<file path="src/rtl/sbdda_pkg.sv">
// Shared constants, types and command/status structs for the stretch coordinate generator.
package sbdda_pkg;

    localparam int DIM_W   = 15;
    localparam int POS_W   = 16;
    localparam int FRAC_W  = 32;
    localparam int STEP_W  = POS_W + FRAC_W;
    localparam int NUM_W   = DIM_W + FRAC_W;
    localparam int PROD_W  = STEP_W + DIM_W;
    localparam int CNT_W   = 6;
    localparam int ADDR_W  = 3;

    localparam logic [ADDR_W-1:0] REG_SRC_W  = 3'd0;
    localparam logic [ADDR_W-1:0] REG_SRC_H  = 3'd1;
    localparam logic [ADDR_W-1:0] REG_DST_W  = 3'd2;
    localparam logic [ADDR_W-1:0] REG_DST_H  = 3'd3;
    localparam logic [ADDR_W-1:0] REG_CLIP_L = 3'd4;
    localparam logic [ADDR_W-1:0] REG_CLIP_T = 3'd5;
    localparam logic [ADDR_W-1:0] REG_CLIP_R = 3'd6;
    localparam logic [ADDR_W-1:0] REG_CLIP_B = 3'd7;

    // Commands from the controller to the datapath.
    typedef struct packed {
        logic latch;
        logic div_start;
        logic div_y;
        logic step_we;
        logic mul;
        logic seed;
        logic axis_y;
        logic emit_pixel;
        logic emit_empty;
    } sbdda_cmd_t;

    // Status from the datapath to the controller.
    typedef struct packed {
        logic clip_empty;
        logic active;
        logic div_done;
        logic slot_free;
    } sbdda_stat_t;

endpackage

</file>
<file path="src/rtl/sbdda_div.sv">
// Restoring divider, one quotient bit per cycle, for the step computation.
module sbdda_div
    import sbdda_pkg::*;
(
    input  logic              clk,
    input  logic              rst_n,
    input  logic              start,
    input  logic [NUM_W-1:0]  num,
    input  logic [DIM_W-1:0]  den,
    output logic              done,
    output logic [NUM_W-1:0]  quot
);

    logic              busy_reg, busy_next;
    logic [CNT_W-1:0]  cnt_reg, cnt_next;
    logic [NUM_W-1:0]  q_reg, q_next;
    logic [DIM_W-1:0]  rem_reg, rem_next;
    logic [DIM_W-1:0]  den_reg, den_next;
    logic              done_reg, done_next;
    logic [DIM_W:0]    trial;
    logic              ge;

    // One shift-and-subtract step of the partial remainder.
    always_comb
    begin
        trial = {rem_reg, q_reg[NUM_W-1]};
        ge    = (trial >= {1'b0, den_reg});
    end

    always_comb
    begin
        busy_next = busy_reg;
        cnt_next  = cnt_reg;
        q_next    = q_reg;
        rem_next  = rem_reg;
        den_next  = den_reg;
        done_next = 1'b0;
        if (start)
        begin
            busy_next = 1'b1;
            cnt_next  = '0;
            q_next    = num;
            rem_next  = '0;
            den_next  = den;
        end
        else if (busy_reg)
        begin
            q_next   = {q_reg[NUM_W-2:0], ge};
            rem_next = ge ? DIM_W'(trial - {1'b0, den_reg}) : trial[DIM_W-1:0];
            cnt_next = cnt_reg + 1'b1;
            if (cnt_reg == CNT_W'(NUM_W - 1))
            begin
                busy_next = 1'b0;
                done_next = 1'b1;
            end
        end
    end

    always_ff @(posedge clk or negedge rst_n)
    begin
        if (!rst_n)
        begin
            busy_reg <= 1'b0;
            cnt_reg  <= '0;
            done_reg <= 1'b0;
        end
        else
        begin
            busy_reg <= busy_next;
            cnt_reg  <= cnt_next;
            done_reg <= done_next;
        end
    end

    always_ff @(posedge clk)
    begin
        q_reg   <= q_next;
        rem_reg <= rem_next;
        den_reg <= den_next;
    end

    assign done = done_reg;
    assign quot = q_reg;

endmodule

</file>
<file path="src/rtl/sbdda_ctrl.sv">
// Sequencer for blit setup and per-pixel word issue.
module sbdda_ctrl
    import sbdda_pkg::*;
(
    input  logic        clk,
    input  logic        rst_n,
    input  logic        in_valid,
    input  logic        restart,
    output logic        in_ready,
    input  sbdda_stat_t st,
    output sbdda_cmd_t  cmd
);

    localparam logic [2:0] S_READY = 3'd0;
    localparam logic [2:0] S_DIVX  = 3'd1;
    localparam logic [2:0] S_MULX  = 3'd2;
    localparam logic [2:0] S_SEEDX = 3'd3;
    localparam logic [2:0] S_DIVY  = 3'd4;
    localparam logic [2:0] S_MULY  = 3'd5;
    localparam logic [2:0] S_SEEDY = 3'd6;
    localparam logic [2:0] S_FIRST = 3'd7;

    logic [2:0] state_reg, state_next;

    assign in_ready = (state_reg == S_READY) && st.slot_free;

    // Next state and command decode.
    always_comb
    begin
        state_next = state_reg;
        cmd        = '0;
        unique case (state_reg)
            S_READY:
            begin
                if (in_valid && st.slot_free)
                begin
                    if (restart)
                    begin
                        cmd.latch = 1'b1;
                        if (st.clip_empty)
                        begin
                            cmd.emit_empty = 1'b1;
                        end
                        else
                        begin
                            cmd.div_start = 1'b1;
                            state_next    = S_DIVX;
                        end
                    end
                    else if (st.active)
                    begin
                        cmd.emit_pixel = 1'b1;
                    end
                    else
                    begin
                        cmd.emit_empty = 1'b1;
                    end
                end
            end
            S_DIVX:
            begin
                if (st.div_done)
                begin
                    cmd.step_we = 1'b1;
                    state_next  = S_MULX;
                end
            end
            S_MULX:
            begin
                cmd.mul    = 1'b1;
                state_next = S_SEEDX;
            end
            S_SEEDX:
            begin
                cmd.seed      = 1'b1;
                cmd.div_start = 1'b1;
                cmd.div_y     = 1'b1;
                state_next    = S_DIVY;
            end
            S_DIVY:
            begin
                cmd.axis_y = 1'b1;
                if (st.div_done)
                begin
                    cmd.step_we = 1'b1;
                    state_next  = S_MULY;
                end
            end
            S_MULY:
            begin
                cmd.axis_y = 1'b1;
                cmd.mul    = 1'b1;
                state_next = S_SEEDY;
            end
            S_SEEDY:
            begin
                cmd.axis_y = 1'b1;
                cmd.seed   = 1'b1;
                state_next = S_FIRST;
            end
            S_FIRST:
            begin
                if (st.slot_free)
                begin
                    cmd.emit_pixel = 1'b1;
                    state_next     = S_READY;
                end
            end
            default:
            begin
                state_next = S_READY;
            end
        endcase
    end

    always_ff @(posedge clk or negedge rst_n)
    begin
        if (!rst_n)
        begin
            state_reg <= S_READY;
        end
        else
        begin
            state_reg <= state_next;
        end
    end

endmodule

</file>
<file path="src/rtl/sbdda_dp.sv">
// Datapath: configuration registers, step setup, coordinate accumulators and output word.
module sbdda_dp
    import sbdda_pkg::*;
(
    input  logic              clk,
    input  logic              rst_n,
    input  logic              cfg_we,
    input  logic [ADDR_W-1:0] cfg_addr,
    input  logic [DIM_W-1:0]  cfg_wdata,
    input  sbdda_cmd_t        cmd,
    output sbdda_stat_t       st,
    output logic              m_tvalid,
    input  logic              m_tready,
    output logic [63:0]       m_tdata,
    output logic              m_tlast,
    output logic [2:0]        m_tuser
);

    logic [DIM_W-1:0] cfg_reg [8];

    // Latched blit geometry.
    logic [DIM_W-1:0] sh_reg, dh_reg, x0_reg, y0_reg, x1_reg, y1_reg;
    logic [STEP_W-1:0] x_step_reg, y_step_reg;
    logic [PROD_W-1:0] prod_reg;
    logic [POS_W-1:0]  row_start_col_reg, cur_src_col_reg, cur_src_row_reg;
    logic [POS_W-1:0]  prev_src_row_reg, cur_dst_col_reg, cur_dst_row_reg;
    logic [FRAC_W-1:0] row_start_frac_reg, x_frac_reg, y_frac_reg;
    logic              active_reg, have_prev_reg, out_valid_reg;
    logic [63:0]       out_data_reg;
    logic              out_last_reg;
    logic [2:0]        out_user_reg;

    logic [DIM_W-1:0]  sw, sh, dw, dh, x1, y1;
    logic [NUM_W-1:0]  div_num, quot;
    logic [DIM_W-1:0]  div_den;
    logic              div_done;
    logic [STEP_W-1:0] step_sel;
    logic [PROD_W:0]   seed_pos;
    logic              rend, bend, rep;
    logic [FRAC_W:0]   fsum;
    logic [POS_W-1:0]  pos_adv;

    function automatic logic [DIM_W-1:0] dim(input logic [DIM_W-1:0] v);
        dim = (v == '0) ? DIM_W'(1) : v;
    endfunction

    // Effective sizes and clip bounds from the live registers.
    always_comb
    begin
        sw = dim(cfg_reg[REG_SRC_W]);
        sh = dim(cfg_reg[REG_SRC_H]);
        dw = dim(cfg_reg[REG_DST_W]);
        dh = dim(cfg_reg[REG_DST_H]);
        x1 = (cfg_reg[REG_CLIP_R] < dw) ? cfg_reg[REG_CLIP_R] : dw;
        y1 = (cfg_reg[REG_CLIP_B] < dh) ? cfg_reg[REG_CLIP_B] : dh;
    end

    // Step divider: x operands come live at restart, y operands from the latch.
    assign div_num = cmd.div_y ? ({sh_reg, {FRAC_W{1'b0}}} - 1'b1)
                               : ({sw, {FRAC_W{1'b0}}} - 1'b1);
    assign div_den = cmd.div_y ? dh_reg : dw;

    sbdda_div u_div (
        .clk   (clk),
        .rst_n (rst_n),
        .start (cmd.div_start),
        .num   (div_num),
        .den   (div_den),
        .done  (div_done),
        .quot  (quot)
    );

    assign step_sel = cmd.axis_y ? y_step_reg : x_step_reg;
    assign seed_pos = {1'b0, prod_reg} + (PROD_W+1)'(step_sel >> 1);

    // Per-pixel decisions and the shared accumulator add.
    always_comb
    begin
        rend = ({1'b0, cur_dst_col_reg} + 1'b1) >= {2'b0, x1_reg};
        bend = rend && (({1'b0, cur_dst_row_reg} + 1'b1) >= {2'b0, y1_reg});
        rep  = have_prev_reg && (prev_src_row_reg == cur_src_row_reg);
        if (rend)
        begin
            fsum    = {1'b0, y_frac_reg} + {1'b0, y_step_reg[FRAC_W-1:0]};
            pos_adv = cur_src_row_reg + y_step_reg[STEP_W-1:FRAC_W]
                      + POS_W'(fsum[FRAC_W]);
        end
        else
        begin
            fsum    = {1'b0, x_frac_reg} + {1'b0, x_step_reg[FRAC_W-1:0]};
            pos_adv = cur_src_col_reg + x_step_reg[STEP_W-1:FRAC_W]
                      + POS_W'(fsum[FRAC_W]);
        end
    end

    assign st.clip_empty = (x1 <= cfg_reg[REG_CLIP_L]) || (y1 <= cfg_reg[REG_CLIP_T]);
    assign st.active     = active_reg;
    assign st.div_done   = div_done;
    assign st.slot_free  = !out_valid_reg || m_tready;

    // Configuration registers.
    always_ff @(posedge clk or negedge rst_n)
    begin
        if (!rst_n)
        begin
            cfg_reg[REG_SRC_W]  <= DIM_W'(1);
            cfg_reg[REG_SRC_H]  <= DIM_W'(1);
            cfg_reg[REG_DST_W]  <= DIM_W'(1);
            cfg_reg[REG_DST_H]  <= DIM_W'(1);
            cfg_reg[REG_CLIP_L] <= '0;
            cfg_reg[REG_CLIP_T] <= '0;
            cfg_reg[REG_CLIP_R] <= '1;
            cfg_reg[REG_CLIP_B] <= '1;
        end
        else if (cfg_we)
        begin
            cfg_reg[cfg_addr] <= cfg_wdata;
        end
    end

    // Control flags and output valid.
    always_ff @(posedge clk or negedge rst_n)
    begin
        if (!rst_n)
        begin
            active_reg    <= 1'b0;
            have_prev_reg <= 1'b0;
            out_valid_reg <= 1'b0;
        end
        else
        begin
            if (cmd.emit_pixel || cmd.emit_empty)
            begin
                out_valid_reg <= 1'b1;
            end
            else if (m_tready)
            begin
                out_valid_reg <= 1'b0;
            end
            if (cmd.latch)
            begin
                active_reg    <= 1'b0;
                have_prev_reg <= 1'b0;
            end
            else if (cmd.seed && cmd.axis_y)
            begin
                active_reg <= 1'b1;
            end
            else if (cmd.emit_pixel)
            begin
                if (bend)
                begin
                    active_reg <= 1'b0;
                end
                else if (rend)
                begin
                    have_prev_reg <= 1'b1;
                end
            end
        end
    end

    // Geometry, steps, accumulators and output payload.
    always_ff @(posedge clk)
    begin
        if (cmd.latch)
        begin
            sh_reg           <= sh;
            dh_reg           <= dh;
            x0_reg           <= cfg_reg[REG_CLIP_L];
            y0_reg           <= cfg_reg[REG_CLIP_T];
            x1_reg           <= x1;
            y1_reg           <= y1;
            prev_src_row_reg <= '0;
        end
        if (cmd.step_we)
        begin
            if (cmd.axis_y)
            begin
                y_step_reg <= {1'b0, quot} + 1'b1;
            end
            else
            begin
                x_step_reg <= {1'b0, quot} + 1'b1;
            end
        end
        if (cmd.mul)
        begin
            prod_reg <= step_sel * (cmd.axis_y ? y0_reg : x0_reg);
        end
        if (cmd.seed)
        begin
            if (cmd.axis_y)
            begin
                cur_src_row_reg <= seed_pos[FRAC_W +: POS_W];
                y_frac_reg      <= seed_pos[FRAC_W-1:0];
                cur_dst_row_reg <= {1'b0, y0_reg};
            end
            else
            begin
                row_start_col_reg  <= seed_pos[FRAC_W +: POS_W];
                row_start_frac_reg <= seed_pos[FRAC_W-1:0];
                cur_src_col_reg    <= seed_pos[FRAC_W +: POS_W];
                x_frac_reg         <= seed_pos[FRAC_W-1:0];
                cur_dst_col_reg    <= {1'b0, x0_reg};
            end
        end
        if (cmd.emit_empty)
        begin
            out_data_reg <= '0;
            out_last_reg <= 1'b0;
            out_user_reg <= 3'b100;
        end
        if (cmd.emit_pixel)
        begin
            out_data_reg <= {4'b0, cur_dst_row_reg[DIM_W-1:0], cur_dst_col_reg[DIM_W-1:0],
                             cur_src_row_reg[DIM_W-1:0], cur_src_col_reg[DIM_W-1:0]};
            out_last_reg <= rend;
            out_user_reg <= {1'b0, rep, bend};
            if (!bend && rend)
            begin
                prev_src_row_reg <= cur_src_row_reg;
                cur_src_row_reg  <= pos_adv;
                y_frac_reg       <= fsum[FRAC_W-1:0];
                cur_dst_row_reg  <= cur_dst_row_reg + 1'b1;
                cur_dst_col_reg  <= {1'b0, x0_reg};
                cur_src_col_reg  <= row_start_col_reg;
                x_frac_reg       <= row_start_frac_reg;
            end
            else if (!rend)
            begin
                cur_src_col_reg <= pos_adv;
                x_frac_reg      <= fsum[FRAC_W-1:0];
                cur_dst_col_reg <= cur_dst_col_reg + 1'b1;
            end
        end
    end

    assign m_tvalid = out_valid_reg;
    assign m_tdata  = out_data_reg;
    assign m_tlast  = out_last_reg;
    assign m_tuser  = out_user_reg;

endmodule

</file>
<file path="src/rtl/stretch_blit_coordinate_dda_unit.sv">
// Top level of the nearest-neighbor stretch coordinate generator.
// A restart word with a visible clip gives its first pixel word after setup: two step
// divisions on one shared restoring divider, a multiply and a seed step per axis, and an
// issue step that waits for a free output slot. No word is accepted during setup.
// After setup, a pixel word is accepted each cycle while the output is taken; its result,
// like the answer to an empty clip or an idle step, is registered for the next cycle.
// rst_n clears control state asynchronously; the block then is idle.
module stretch_blit_coordinate_dda_unit
    import sbdda_pkg::*;
(
    input  logic              clk,
    input  logic              rst_n,
    input  logic              cfg_we,
    input  logic [ADDR_W-1:0] cfg_addr,
    input  logic [DIM_W-1:0]  cfg_wdata,
    input  logic              s_tvalid,
    output logic              s_tready,
    input  logic [7:0]        s_tdata,   // [0] restart
    output logic              m_tvalid,
    input  logic              m_tready,
    output logic [63:0]       m_tdata,   // src_col, src_row, dst_col, dst_row
    output logic              m_tlast,   // row_end
    output logic [2:0]        m_tuser    // blit_end, repeat_row, empty_res
);

    sbdda_cmd_t  cmd;
    sbdda_stat_t st;

    sbdda_ctrl u_ctrl (
        .clk      (clk),
        .rst_n    (rst_n),
        .in_valid (s_tvalid),
        .restart  (s_tdata[0]),
        .in_ready (s_tready),
        .st       (st),
        .cmd      (cmd)
    );

    sbdda_dp u_dp (
        .clk       (clk),
        .rst_n     (rst_n),
        .cfg_we    (cfg_we),
        .cfg_addr  (cfg_addr),
        .cfg_wdata (cfg_wdata),
        .cmd       (cmd),
        .st        (st),
        .m_tvalid  (m_tvalid),
        .m_tready  (m_tready),
        .m_tdata   (m_tdata),
        .m_tlast   (m_tlast),
        .m_tuser   (m_tuser)
    );

endmodule

</file>
<file path="config.mk">
export PLATFORM = sky130hd
export DESIGN_NAME = stretch_blit_coordinate_dda_unit
export DESIGN_NICKNAME = d
export VERILOG_FILES = /design/src/rtl/sbdda_pkg.sv /design/src/rtl/sbdda_div.sv /design/src/rtl/sbdda_ctrl.sv /design/src/rtl/sbdda_dp.sv /design/src/rtl/stretch_blit_coordinate_dda_unit.sv
export SDC_FILE = /design/constraint.sdc
export NUM_CORES = 2
export LEC_CHECK = 0
export BUFFER_PORTS_ARGS = -buffer_cell sky130_fd_sc_hd__buf_2
export CELL_PAD_IN_SITES_DETAIL_PLACEMENT = 1
export CELL_PAD_IN_SITES_GLOBAL_PLACEMENT = 1
export CORE_AREA = 2 2 376 378
export CTS_CLUSTER_SIZE = 24
export DETAILED_ROUTE_END_ITERATION = 7
export DIE_AREA = 0 0 378 380
export GPL_TIMING_DRIVEN = 0
export PLACE_DENSITY_LB_ADDON = 0.1
export SYNTH_ARGS = -nofsm -noshare
export SYNTH_HDL_FRONTEND = slang
export SYNTH_SLANG_ARGS = --single-unit
</file>
<file path="constraint.sdc">
create_clock -name clk -period 10.83 [get_ports clk]
set_clock_uncertainty 0.05 [all_clocks]
set_input_delay 1.6245 -clock clk [delete_from_list [all_inputs] [get_ports clk]]
set_output_delay 1.6245 -clock clk [all_outputs]
set_load 0.01 [all_outputs]
</file>
==> reports/results.ini <==
[logic_synthesis]
synth_top_cell_by_area=edfxtp_1
ys_seq_area_frac=0.339
synthFlopType=edfxtp_1
synth_cells=5680
ys_ff_latch=699
synth_edf_count=406
yosys.area.top_type_share=0.220
synth_fa_ha_area_frac=0.256
synth_xor_area_frac=0.0483
synth_compound_area_frac=0.105
synth_top_family_by_area=adder cells
yosys_warnings=0
netlist_area_um2=55400
synth.avg_cell_area_um2=9.76
yosys.area_share.simple=0.144
postSynth.asyncResetShare=0.192
synth_cell_types=90
synthTopCellsByArea=edfxtp_1 (22%), fa_1 (18%), ha_1 (7.3%), dfxtp_1 (5.7%), nand2_1 (4.8%)
synth_mux_area_frac=0.0460

[global_routing]
gr-total-overflow=0
grt_first_pass_wirelength_um=316000
grtUsageTotal=0.301
grt_max_degree=90
grt_antenna_before_repair=14
grt_pass1_vias=46110

[clocking]
clockBufferDepth=3
cts_sinks=699
clk_latency_ns=0.74
numCtsBuffers=88
cts_tree=yes
cts.htree.levels=3
cts_root_buffer=clkbuf_16
cts.clk_slew.worst_paths_ns=0.06
hold_buffers=0

[timing]
final_hold_viol_count=0
rsz0062_at_grt=no
slew_headroom=-0.0503
fmax_mhz=95.1
setup_viol=0
fin_crit_sh=0.971
slew_violations=4
tightest_slew_ns=1.53
hold_slack_ns=0.393
fin_crit_ns=10.52
tns_ns=0

[critical_path]
rr_worst_depth=32
cp-end-kind=flop
critPathMaxStageDelay_ns=0.56
required_ns=11.27
cp_data_arrival_time_ns=10.96
crit_path_start_kind=flop
slowest_stage=fa_1
critPathMaxFanout=10
crit_path_frequent_cell=fa_1
crit_type=flop to flop

[floorplanning]
initial_core_util=0.398
chipHeight_um=380
io_pins=101
die-area_um2=144000
die_w_um=378
rows=137
coreArea_um2=139000

[power_and_ir_drop]
ir_worst_vdd_mv=0.147
p_total_mw=6.90
p_per_area_nw_per_um2=111
power_leakage_nw=26.8

[min_path]
min_path_cells=2
min-delay-path-class=flop to flop

[cells_and_area]
layout_commonest_cell=nand2_1
fillers=15755
num-nets-final=6745
area_growth_pct=12.0
layout_common_cells=nand2_1 (713), inv_1 (670), nor2_1 (535)
register_area_um2=18800
largest_register_ffs=120
drive_above_1_share=0.0948
fin_cells=7838
multiInputGateArea_um2=33500

[flow_run]
cap_violations=1

[run_status]
violations=capacitance limit, slew limit
status=finished with violations

[routing]
viasPerCell=5.60
via_count=43903
ant_nets=0
drtPass1Iterations=6
routed_wirelength_um=215000
wl_per_cell_um=27.4
initialDrtViolationCount=3714
drcViolationCount=0

[placement]
dp_cells=7671
gp_congestion=0.924
portBuffers=85
dp_hpwl_um=171000

through the flow:
stage | util | worst slack, ns | area, µm²
after global placement | 0.418 | -2.75 | 58200
after global routing | 0.446 | 0.0316 | 62100
after floorplan | - | 2.59 | 55400
after detailed placement | 0.422 | -2.79 | 58700
final | 0.446 | 0.314 | 62100
after CTS | 0.446 | 0.143 | 62000
final timing paths:
check,end,start,slack (ns)
max reg2reg,u_dp.prod_reg[38],u_ctrl.state_reg[0],0.31
min in group asynchronous,u_dp.cfg_reg[68],rst_n,0.77
min reg2reg,u_dp.m_tuser[2],u_dp.m_tuser[2],0.39
max in group asynchronous,u_dp.u_div.done,rst_n,9.07
max,u_dp.prod_reg[38],u_ctrl.state_reg[0],0.31
min,u_dp.m_tuser[2],u_dp.m_tuser[2],0.39
area by class of cell:
cell class	count	share of cell area
Multi-Input combinational cell	4076	0.540
Sequential cell	699	0.302
Inverter	684	0.0414
Clock buffer	114	0.0389
Tap cell	1876	0.0378
Buffer	223	0.0154
Timing Repair Buffer	113	0.0131
Clock inverter	52	0.0114
Antenna cell	1	0.0000403
synth_stat cells, types with 24 or more instances:
cell and number:
a211oi_1 34, o21a_1 33, ha_1 324, mux2_2 161, nor2_1 535, o211ai_1 26
o22ai_1 44, and3_1 35, edfxtp_1 406, nand4_1 46, nand3_1 105, dfstp_2 34
nand2_1 715, nor2b_1 40, mux2i_1 72, xnor2_1 194, xor2_1 109, nor4_1 24
nor3_1 62, inv_1 671, and2_1 81, dfrtp_1 100, clkbuf_1 174, nand2b_1 68
a21oi_1 240, fa_1 505, o21ai_0 218, a21o_1 99, dfxtp_1 159, a31oi_1 51
per-layer routing:
| layer | GRT usage | part of all wire |
|---|---|---|
| met1 | 0.425 | 0.45 |
| met2 | 0.473 | 0.45 |
| met3 | 0.0490 | 0.064 |
| met4 | 0.0891 | 0.034 |
| met5 | 0 | 0.00025 |
timing repair:
item                                    4_1_cts  5_1_grt
setup buffers                                 1        0
endpoints found under the setup margin       25        7
gates resized for setup                      50       20
pin swaps                                     1        0
cloned                                        0        0
worst max-delay path: cells and delay by family (launching register included):
family,cells,cell delay (ns)
buf+inv,11,2.56
xor+xnor,1,0.35
compound gates,3,0.80
mux,1,0.48
simple gates,9,2.11
flops,1,0.36
fa+ha+maj,7,3.49
logic make-up (layout without fill, tap and decap cells):
| family | count (synthesis) | after routing |
|---|---|---|
| AND/OR/NAND/NOR | 1787 | 1787 |
| AO/OA/AOI/OAI | 918 | 918 |
| buffers and inverters | 908 | 1186 |
| adder cells (fa/ha/maj) | 829 | 829 |
| flip-flops | 699 | 699 |
| XOR/XNOR | 304 | 304 |
| multiplexers | 234 | 234 |
| other | 1 | 5 |
power breakdown:
part	total, mW	internal [mW]	switching, mW
clock network	3.20	1.86	1.34
logic	0.641	0.294	0.347
registers	3.06	2.94	0.112
total	6.90	5.10	1.79
Power figures use the tool's default switching activity.
